--- src/rtl/core/chte_ram.sv ---
module chte_ram #(
    parameter int WIDTH = 8,
    parameter int DEPTH = 256
) (
    input  logic                                  clk,
    input  logic                                  we,
    input  logic [(DEPTH > 1 ? $clog2(DEPTH) : 1)-1:0] waddr,
    input  logic [WIDTH-1:0]                      wdata,
    input  logic [(DEPTH > 1 ? $clog2(DEPTH) : 1)-1:0] raddr,
    output logic [WIDTH-1:0]                      rdata
);
    logic [WIDTH-1:0] mem [DEPTH];

    always_ff @(posedge clk)
    begin
        if (we)
        begin
            mem[waddr] <= wdata;
        end
        rdata <= mem[raddr];
    end
endmodule

--- config.mk ---
export PLATFORM = sky130hd
export DESIGN_NAME = chte_ram
export DESIGN_NICKNAME = d
export VERILOG_FILES = /design/src/rtl/core/chte_ram.sv
export SDC_FILE = /design/constraint.sdc
export NUM_CORES = 2
export LEC_CHECK = 0
export BUFFER_PORTS_ARGS = -buffer_cell sky130_fd_sc_hd__buf_2
export CORE_MARGIN = 3
export CORE_UTILIZATION = 55
export CTS_CLUSTER_SIZE = 8
export DETAILED_ROUTE_END_ITERATION = 8
export PLACE_DENSITY_LB_ADDON = 0.08
export RECOVER_POWER = 50
export SKIP_LAST_GASP = 1
export SLEW_MARGIN = 10
export SYNTH_ARGS = -nofsm -noshare
export SYNTH_HDL_FRONTEND = slang
export SYNTH_SLANG_ARGS = --single-unit
--- constraint.sdc ---
create_clock -name clk -period 3.2 [get_ports clk]
set_clock_uncertainty 0.2 [all_clocks]
set_input_delay 0.48 -clock clk [delete_from_list [all_inputs] [get_ports clk]]
set_output_delay 0.48 -clock clk [all_outputs]
set_load 0.005 [all_outputs]
==> summary.md <==
| Metric | Value |
|---|---|
| Total power | `60,500 uW` |
| CTS Sinks | `~2,100` |
| R2R Path Start | `mem[143][7]$_DFFE_PP_` |
| GRT Total Usage | `28.3%` |
| GPL Wtd Cong | `between 0.8 and 0.9` |
| Reg2reg path depth | `6` |
| Rows | `138` |
| CP Data Arrival Time | `between 3 and 4 ns` |
| Die Area | `between 100,000 and 150,000 sq um` |
| Final hold vios | `0` |
| DRT iter0 DRCs | `4,945` |
| Clock Path Buffers | `4` |
| DRT Pass-1 Iters | `6` |
| Dpl hpwl | `about 130 mm` |
| Die Span Y | `~390 um` |
| Async SR Flop Fraction | `0%` |
| Grt ovf | `0` |
| Mapped Nets | `about 3,800` |
| Final setup vio count | `0` |
| Critical-path cell list | `mux4_2, mux4_2, nor2_1, a2111oi_2, nor3_1, nor4_1` |
| Min Tclk post-route | `~3.1 ns` |
| Tcrit/Tclk final | `a little over nine tenths` |
| Post-synth top cells | `edfxtp_1, mux4_2, nor2_1` |
| Ports | `34` |
| Antenna Nets Post-Route | `0` |
| Net count, final | `~4,500` |
| Violated checks | `max-capacitance violations, max-slew violations` |
| Final WL | `206 mm` |
| Crit-path most repeated cell | `mux4_2` |
| CTS tree | `done` |
| Vias | `about 41,000` |
| FF+latch count, synth | `approximately 2,100` |
| CP max-delay cell | `nor3_1` |
| Layout cell share with drive strength beyond 1 | `around 31%` |
| CP max FO | `1` |
| DP Area | `between 80,000 and 90,000 sq um` |
| Ys flop type | `edfxtp_1` |
| Endpoint type of the worst setup path | `flop` |
| Share of the synthesized area in the top cell type | `between 70% and 80%` |
| Design area | `around 94,000 sq um` |
| Vias in the first global route | `42,800` |
| Largest area contributor in the netlist | `edfxtp_1` |
| Synth Instances | `~3,700` |
| Initial antenna violation count | `14` |
| Worst Max-Slew Pin Slew | `between 2 and 2.5 ns` |
| Crit path largest cell delay | `0.99 ns` |
| Yosys cell types | `55` |
| Outcome | `complete, but fails checks` |
| First-pass GRT wire length | `300 mm` |
| Worst skew pair latency | `0.91 ns` |
| Area contributors post-synth | `edfxtp_1, mux4_2, mux2i_1, nor2_1, a22oi_1` |
| DR WL/cell | `about 32 um` |
| Min-delay src | `waddr[2]` |
| Max-slew violations | `487` |
| Maximum clock rate | `0.319 GHz` |
| R2R setup slack | `0.06 ns` |
| Power density cells | `644 nW/um^2` |
| Critical R2R Capture | `rdata[7]$_DFF_P_` |
| Num CTS Buffers | `around 310` |
| Count leader, synth | `edfxtp_1` |
| Initial Utilization | `55.8%` |
| Syn Area/Cell | `around 21 sq um` |
| Hold WC Path Type | `in2reg` |
| Clock slew at reported path FFs | `around 0.050 ns` |
| Post-synth EDFFs | `slightly above 2,000` |
| IO Port Bufs | `33` |
| Via density | `6.49` |
| Area Overhead vs Synth | `18.0%` |
| RSZ-0062 raised after global routing | `no` |
| Post-synthesis sequential area ratio | `77.5%` |
| Critical Path Start Type | `flop` |
| Post-cts resize count | `0` |
| Worst VDD drop | `between 0.5 and 0.6 mV` |
| Die W | `~390 um` |
| Critical path required time | `around 3.7 ns` |
| H-tree depth | `5` |
| Slew HR | `-58.9%` |
| DRC Markers | `0` |
| Hold Path Cell Cnt | `4` |
| Ys Warns | `0` |
| Leakage | `0.0305 uW` |
| Largest net degree at the start of global routing | `about 110` |
| Max-capacitance violation count | `8` |
| Synthesized area | `79,600 sq um` |
| Crit Path Category | `reg2reg` |
| Core area | `143,000 sq um` |
| Clk root buf | `clkbuf_16` |
| Hold Path End | `mem[221][0]$_DFFE_PP_` |
[critical path, delay by kind of cell, from the launching register on]
kind	cells	cell delay, ns
compound gates	1	0.06
mux	2	1.04
simple gates	3	1.25
flops	1	0.38
[metrics by stage]
stage	std cells	setup TNS, ns	hold WS [ns]	util, %	setup WS, ns
finish	6374	0	0.184	65.8	0.0628
global route	6364	0	0.151	65.8	0.0674
CTS	6364	0	0.0130	66.0	0.193
detailed placement	6001	-2.44	0.778	60.2	-0.718
global placement	6000	-3.26	0.779	60.2	-0.910
floorplan	3733	0	0.379	-	0.582
[state kept, by name (all words and copies together), names as in the netlist]
| signal | count |
|---|---|
| mem | 2048 |
| rdata | 8 |
[report_power, final]
group          switching, uW  total [uW]  internal, uW
combinational           1830        2970          1140
clock                  10300       27700         17300
sequential              51.7       29800         29800
[worst max path at each step]
| stage | from | endpoint | slack [ns] |
|---|---|---|---|
| floorplan | raddr[0] | rdata[2]$_DFF_P_ | 0.58 |
| global placement | raddr[0] | rdata[4]$_DFF_P_ | -0.91 |
| detailed placement | raddr[0] | rdata[7]$_DFF_P_ | -0.72 |
| CTS | mem[143][7]$_DFFE_PP_ | rdata[7]$_DFF_P_ | 0.19 |
| global route | wdata[0] | mem[150][0]$_DFFE_PP_ | 0.07 |
| finish | mem[143][7]$_DFFE_PP_ | rdata[7]$_DFF_P_ | 0.06 |
[layer usage]
metal | routed length [um] | track usage (%)
met2 | 100000 | 44.9
met1 | 79900 | 39.4
met5 | 41 | 0
met4 | 6790 | 9.74
met3 | 18600 | 6.28
[cell type report]
class | instances | area (sq um)
Inverter | 2 | 7.51
Tap cell | 1890 | 2360
Fill cell | 9264 | 48700
Antenna cell | 10 | 25.0
Clock inverter | 5 | 38.8
Sequential cell | 2056 | 61700
Multi-Input combinational cell | 1442 | 16500
Clock buffer | 349 | 8050
Timing Repair Buffer | 620 | 5280
[kinds of logic (layout without fill, tap and decap cells)]
family | after synthesis | count (layout) | synth area share [%]
other | 0 | 10 | 0
AOI/OAI and AO/OA | 385 | 385 | 3.42
buffers and inverters | 235 | 976 | 1.83
muxes | 591 | 591 | 14.6
DFF | 2056 | 2056 | 77.5
and+or+nand+nor | 466 | 466 | 2.63
[cells in the final DEF (no fill, tap or decap), types with 22 or more instances in the layout]
cell       count
edfxtp_1    2048
a21oi_1       96
nor4_1        22
nand2_1       33
nor3_1        22
a22oi_1      133
buf_12        57
clkbuf_16    317
o22ai_1       28
nand3_1       34
nor2_1       279
o221ai_1      46
buf_4        494
nor2b_1       28
clkbuf_1      49
mux2i_1      134
mux4_2       454
[repair_timing]
action	in CTS	in global routing
hold endpoints to repair	278	0
buffers inserted	0	0
hold buffers	9	0
Note: power is estimated with default switching activity, not from simulation.
